[src/hdl/sht_pkg.sv]
// Shared types and constants of the sorted hash keyed table.
// Used by the channel interfaces, the controller, the datapath and the top level.
`timescale 1ns / 1ps
package sht_pkg;

  localparam int CAPACITY_DEF    = 64;
  localparam int KEY_WIDTH_DEF   = 32;
  localparam int VALUE_WIDTH_DEF = 32;

  localparam int OP_W    = 2;
  localparam int FIELD_W = 32;
  localparam int COUNT_W = 7;

  localparam logic [OP_W-1:0] OP_PUT    = 2'd0;
  localparam logic [OP_W-1:0] OP_GET    = 2'd1;
  localparam logic [OP_W-1:0] OP_REMOVE = 2'd2;

  localparam logic STATUS_OK   = 1'b0;
  localparam logic STATUS_FULL = 1'b1;

  // Controller to datapath.
  typedef struct packed {
    logic capture;  // latch the request and run the compares
    logic apply;    // update the table and load the result
  } sht_cmd_t;

  // Datapath to controller.
  typedef struct packed {
    logic done;     // result register holds a fresh result
  } sht_stat_t;

endpackage

[src/hdl/sht_ctrl.sv]
// Controller state machine of the sorted hash keyed table.
// Depends on sht_pkg for the command and status structs.
`timescale 1ns / 1ps
module sht_ctrl (
  input  logic               clk,
  input  logic               rst,
  input  logic               req_valid,
  output logic               req_ready,
  output logic               rsp_valid,
  input  logic               rsp_ready,
  output sht_pkg::sht_cmd_t  cmd,
  input  sht_pkg::sht_stat_t stat
);

  typedef enum logic [2:0] {
    ST_IDLE = 3'b001,
    ST_EXEC = 3'b010,
    ST_OUT  = 3'b100
  } state_t;

  state_t state, state_next;

  always_ff @(posedge clk) begin
    if (rst) begin
      state <= ST_IDLE;
    end else begin
      state <= state_next;
    end
  end

  always_comb begin
    state_next  = state;
    req_ready   = 1'b0;
    rsp_valid   = 1'b0;
    cmd.capture = 1'b0;
    cmd.apply   = 1'b0;
    unique case (state)
      ST_IDLE: begin
        req_ready   = 1'b1;
        cmd.capture = req_valid;
        if (req_valid) begin
          state_next = ST_EXEC;
        end
      end
      ST_EXEC: begin
        cmd.apply  = 1'b1;
        state_next = ST_OUT;
      end
      ST_OUT: begin
        rsp_valid = stat.done;
        if (stat.done && rsp_ready) begin
          state_next = ST_IDLE;
        end
      end
      default: begin
        state_next = ST_IDLE;
      end
    endcase
  end

endmodule

[config.mk]
export PLATFORM = sky130hd
export DESIGN_NAME = sht_ctrl
export DESIGN_NICKNAME = d
export VERILOG_FILES = /design/src/hdl/sht_pkg.sv /design/src/hdl/sht_ctrl.sv
export SDC_FILE = /design/constraint.sdc
export NUM_CORES = 1
export LEC_CHECK = 0
export ABC_CLOCK_PERIOD_IN_PS = 2900
export BUFFER_PORTS_ARGS = -buffer_cell sky130_fd_sc_hd__buf_2
export CAP_MARGIN = 0
export CORE_AREA = 2 2 39 41
export DETAILED_ROUTE_END_ITERATION = 8
export DIE_AREA = 0 0 41 43
export GPL_ROUTABILITY_DRIVEN = 0
export SYNTH_ARGS = -nofsm -noshare
export SYNTH_HDL_FRONTEND = slang
export SYNTH_SLANG_ARGS = --single-unit
[constraint.sdc]
create_clock -name clk -period 2.9 [get_ports clk]
set_clock_uncertainty 0.1 [all_clocks]
set_input_delay 0.58 -clock clk [delete_from_list [all_inputs] [get_ports clk]]
set_output_delay 0.58 -clock clk [all_outputs]
set_load 0.005 [all_outputs]
==> metrics, run 1 <==
Max IR drop VDD 0.1052 mV; routed len/inst 7.356 µm; clock root buffer sky130_fd_sc_hd__clkbuf_4; Worst-Margin Slew 0.1950 ns; max frequency 563.3 MHz; Crit Reg-Reg Startpoint state[2]; slack of the worst reg-to-reg path 1.80 ns; maximum fanout encountered on the critical timing path 5; worst-case headroom to the max-slew limit 0.8692; launching instance or port of the critical path state[2]; I/O pin count 9; count of placed standard cells in the final layout, fillers left out 45; standard-cell rows 14; Vias per Instance 3.556; biggest cell delay along the critical path 0.33 ns; net count of the mapped netlist 23; final critical-path share of the clock period 0.6122; CTS tree done; total global routing track utilization 0.05015; antenna cells 0; Seq/Total Area, Yosys 0.3840; filler cell count 170; Final Hold Vio Count 0; core occupancy in the finished layout 0.1700; Post-Place Setup Slack 1.215 ns; count of instances resized after the clock tree is built 0; setup TNS 0 ns; Worst Slack Setup Final 1.125 ns; total CTS buffers 3; final hold slack 0.3851 ns; post-CTS setup-driven buffer insertion count 0; source-to-sink clock delay at the later pin of the worst-skew pair 0.23 ns; Worst-path clk slew 0.04 ns; placeable core area 1384 µm²; Die Outline Area 1763 µm²; global-route wire length before repair 496 µm; Tightest Hold Check Type reg -> reg; post-placement cell count 41; Post-Syn Area 156.4 µm²; initial antenna violation count 0; synth top area cells sky130_fd_sc_hd__dfxtp_1, sky130_fd_sc_hd__and4bb_2, sky130_fd_sc_hd__nor3b_2, sky130_fd_sc_hd__a31o_1, sky130_fd_sc_hd__a211oi_1; Worst setup SP type register; Avg Cell Area, Syn 8.689 µm²; vertical extent of the die 43 µm; share of post-route cells with drive strength above 1 0.4483; final setup violation count 0; largest net degree at the start of global routing 6; Power Dens Cells 566.3 nW/µm²; input/output buffers 8; run status finished, final reports clean; CP Class reg -> out; Largest register FFs 3; library cell with the largest summed area after synthesis sky130_fd_sc_hd__dfxtp_1; total number of H-tree levels 1; horizontal die dimension 41 µm; arrival time at the worst endpoint 1.10 ns; count of cell types in the netlist 13; Regs by FF count state (3); leakage power 0.1156 nW; Bufs on Longest Clock Path 2; synthesized flop and latch total 3; time the worst path needs with I/O delays and setup 1.775 ns; area added between synthesis and finish 50.40%; top register by number of flip-flops state; Pins Over Slew Limit 0; total gr overflow 0; drt first pass iters 2; count of unresolved DRC violations after routing 0; aggregate routed wire length 331 µm; Warnings, synthesis 0; DR vias 160; count of mapped cells out of synthesis 18; via count of the first global-routing pass 155; type of destination of the critical path primary output; starting density of the core 0.1130; Worst path slowest cell sky130_fd_sc_hd__dfxtp_1; NumNets Final 35; unrepaired setup endpoints after global routing no; count of routing violations after the opening detailed-route iteration 1; worst hold start state[0]; cells traversed along the worst timing path nand2b_1 -> or2_1 -> inv_1 -> buf_2; MaxCap Viol Count 0; total clock sinks 3; number of hold-repair buffers added at the cts stage 0; required time of the worst setup path 2.22 ns; antenna viol nets, final 0; area fraction of the dominant cell type after synthesis 0.3840
[cells by family (layout without fill, tap and decap cells)]
logic type             Yosys count  after routing  synth area share
AOI/OAI and AO/OA                2              2            0.1040
buffers and inverters            3             14           0.09604
DFF                              3              3            0.3840
and+or+nand+nor                 10             10            0.4160
[worst max-delay path, delay by kind of cell, from the launching register on]
kind          cells  cell delay (ns)
flops             1             0.33
simple gates      2             0.38
buf+inv           2             0.15
[metrics by stage]
| stage | cell area [µm²] | power (mW) |
|---|---|---|
| final | 235.2 | 0.1332 |
| after global routing | 235.2 | 0.1410 |
| after CTS | 235.2 | 0.1381 |
| after detailed placement | 209.0 | 0.06193 |
| after global placement | 209.0 | 0.06158 |
| after floorplan | 156.4 | 0.05456 |
[final timing paths]
kind              cells past startpoint  endpoint
hold reg to reg                       1  state[2]
setup / recovery                      4    cmd[0]
setup reg to reg                      3  state[0]
hold / removal                        1  state[2]
[area by class of cell]
class	count	area [µm²]	share of cell area
clock buffers	4	26.28	0.1117
repair buffers	8	40.04	0.1702
multi-input cells	12	81.33	0.3457
well taps	16	20.02	0.08511
flip-flops and latches	3	60.06	0.2553
inverters	2	7.507	0.03191
[metal layers]
metal  GRT usage  routed length (µm)
met1     0.02885                 106
met2     0.07188                 194
met3     0.03141                  30
met4     0.08000                   0
met5           0                   0
[synth_stat cells, drive strengths merged]
cell and n:
and4bb 1, a31o 1, inv 2, nand3 1
a211oi 1, nand3b 1, nand2 2, or2 1
nor2 2, nor3b 1, buf 1, dfxtp 3
nand2b 1
[layout by cell type (no fill, tap or decap), types with 2 or more instances in the layout]
cell type / netlist / layout
sky130_fd_sc_hd__buf_2: 0 / 8
sky130_fd_sc_hd__clkbuf_4: 0 / 3
sky130_fd_sc_hd__dfxtp_1: 3 / 3
sky130_fd_sc_hd__inv_1: 2 / 2
sky130_fd_sc_hd__nand2_1: 2 / 2
sky130_fd_sc_hd__nor2_1: 2 / 2
[power breakdown]
group	switching, mW	internal [mW]
Combinational	0.00626	0.00833
Sequential	0.00239	0.0437
Clock	0.0210	0.0515
Total	0.0296	0.104
(Power assumes the default switching activity.)
==> run 2, diff against run 1 <==
--- a/config.mk
+++ b/config.mk
@@ -5,7 +5,7 @@
 export SDC_FILE = /design/constraint.sdc
 export NUM_CORES = 1
 export LEC_CHECK = 0
-export ABC_CLOCK_PERIOD_IN_PS = 2900
+export ABC_CLOCK_PERIOD_IN_PS = 1800
 export BUFFER_PORTS_ARGS = -buffer_cell sky130_fd_sc_hd__buf_2
 export CAP_MARGIN = 0
 export CORE_AREA = 2 2 39 41
==> constraint.sdc (replaced) <==
create_clock -name clk -period 1.8 [get_ports clk]
set_clock_uncertainty 0.1 [all_clocks]
set_input_delay 0.36 -clock clk [delete_from_list [all_inputs] [get_ports clk]]
set_output_delay 0.36 -clock clk [all_outputs]
set_load 0.005 [all_outputs]
==> metrics, run 2 (synthesis gave the netlist of run 1 again) <==
Sequential Power Share 0.346 (about the same); Crit Reg-Reg Startpoint state[2]; initial antenna violation count 0 (unchanged); I/O pin count 9 (unchanged); run status finished, final reports clean; placeable core area 1384 µm² (unchanged); routed len/inst 6.956 µm (-5.4%); required time of the worst setup path 1.34 ns (-0.88 ns); aggregate routed wire length 313 µm (-5.4%); slack of the worst reg-to-reg path 0.69 ns (-1.11 ns); internal power component 166.9 µW (+61%); Bufs on Longest Clock Path 2 (unchanged); Largest register FFs 3 (unchanged); overall power consumption 214.4 µW (+61%); total clock sinks 3 (unchanged); worst hold start rst; type of destination of the critical path primary output; input/output buffers 8 (unchanged); drt first pass iters 1 (-1); detailed-routed wire length on met3 28 µm (-6.7%); final critical-path share of the clock period 0.8664; unrepaired setup endpoints after global routing no; wl on met1 84 µm (-21%); setup TNS 0 ns (unchanged); most common cell after layout, fill and taps aside sky130_fd_sc_hd__buf_2; worst-case headroom to the max-slew limit 0.8780 (+0.008776); largest net degree at the start of global routing 6 (unchanged); standard-cell rows 14 (unchanged); starting density of the core 0.1130 (unchanged); Critical R2R Capture state[0]; Placed Instance Area 209.0 µm² (unchanged); Die Outline Area 1763 µm² (unchanged); total CTS buffers 3 (unchanged); CP Class reg -> out; count of placed standard cells in the final layout, fillers left out 45 (unchanged); total global routing track utilization 0.04824 (-0.001909); Pins Over Slew Limit 0 (unchanged); Worst Reg2Reg Path Length in Cells 3 (unchanged); met2 WL post-DR 199 µm (+2.6%); Worst setup SP type register; Worst-Margin Slew 0.1819 ns (-0.01309 ns); horizontal die dimension 41 µm (unchanged); share of post-route cells with drive strength above 1 0.4483 (unchanged); WHS Endpoint state[2]; post-placement cell count 41 (unchanged); count of instances resized after the clock tree is built 0 (unchanged); total number of H-tree levels 1 (unchanged); final setup violation count 0 (unchanged); count of unresolved DRC violations after routing 0 (unchanged); DR vias 164 (+2.5%); antenna cells 0 (unchanged); post-route standard cell area excluding fillers 235.2 µm² (unchanged); maximum fanout encountered on the critical timing path 5 (unchanged); combinational cell fraction of total power 0.110 (about the same); Final Hold Vio Count 0 (unchanged); global-route wire length before repair 476 µm (-4.0%); CTS tree done; total gr overflow 0 (unchanged); Vias per Instance 3.644 (+2.5%); via count of the first global-routing pass 158 (+1.9%); top register by number of flip-flops state; most frequent cells in the layout sky130_fd_sc_hd__buf_2, sky130_fd_sc_hd__clkbuf_4, sky130_fd_sc_hd__dfxtp_1; arrival time at the worst endpoint 1.10 ns (about the same); Tightest Hold Check Type in -> reg; Max IR drop VDD 0.1708 mV (+62%); area added between synthesis and finish 50.40% (unchanged); post-CTS setup-driven buffer insertion count 0 (unchanged); MaxCap Viol Count 0 (unchanged); Min-Delay Path Depth 2 (+1); leakage power 0.1156 nW (unchanged); Regs by FF count state (3); net switching component of the power 47.54 µW (+60%); time the worst path needs with I/O delays and setup 1.560 ns; max frequency 641.2 MHz; top routing layer in use met3; vertical extent of the die 43 µm (unchanged); antenna viol nets, final 0 (unchanged); clock root buffer sky130_fd_sc_hd__clkbuf_4; source-to-sink clock delay at the later pin of the worst-skew pair 0.23 ns (about the same); count of routing violations after the opening detailed-route iteration 0 (-1); number of hold-repair buffers added at the cts stage 0 (unchanged); Worst-path clk slew 0.04 ns (about the same); Switching Fraction 0.2217 (-0.0007011); Clock Power Share 0.544 (about the same); Power Dens Cells 911.6 nW/µm² (+61%); NumNets Final 35 (unchanged)
-- run 2: area by class of cell --
cell class	instances	area, µm²
Clock buffer	4	26.28
Fill cell	162	1149
Sequential cell	3	60.06
Tap cell	16	20.02
Timing Repair Buffer	8	40.04
Inverter	2	7.507
Multi-Input combinational cell	12	81.33
-- run 2: how the worst max path moves through the flow --
stage / start / to / slack (ns) / cells past startpoint
2_1_floorplan: state[2] / cmd[0] / 0.52 / 4
3_3_place_gp: state[2] / cmd[0] / 0.49 / 4
3_5_place_dp: state[2] / cmd[0] / 0.48 / 4
4_1_cts: state[2] / cmd[0] / 0.23 / 4
5_1_grt: state[2] / cmd[0] / 0.18 / 4
6_report: state[2] / cmd[0] / 0.24 / 4
-- run 2: critical path: stages, from the launching register on --
cell and delay [ns]:
sky130_fd_sc_hd__dfxtp_1 0.33, sky130_fd_sc_hd__nand2b_1 0.16, sky130_fd_sc_hd__or2_1 0.23, sky130_fd_sc_hd__inv_1 0.05
sky130_fd_sc_hd__buf_2 0.10
-- run 2: through the flow --
step | utilization | hold WS (ns) | setup slack, ns
finish | 0.1700 | 0.2245 | 0.2405
global route | 0.1700 | 0.2278 | 0.1808
CTS | 0.1700 | 0.2148 | 0.2266
detailed placement | 0.1510 | 0.3783 | 0.4794
global placement | 0.1510 | 0.3761 | 0.4882
floorplan | - | 0.3324 | 0.5215
-- run 2: power groups by stage --
stage	registers, mW	logic (mW)	clock network [mW]
detailed placement	0.0754	0.0243	0
CTS	0.0744	0.0243	0.125
global placement	0.0752	0.0239	0
global route	0.0751	0.0262	0.126
floorplan	0.0744	0.0135	0
finish	0.0743	0.0236	0.117
-- run 2: metal layers --
| layer | global-route usage | vias to the layer above |
|---|---|---|
| li1 | - | 85 |
| met1 | 0.02258 | 76 |
| met2 | 0.07188 | 3 |
| met3 | 0.03141 | 0 |
| met4 | 0.08000 | 0 |
| met5 | 0 | - |
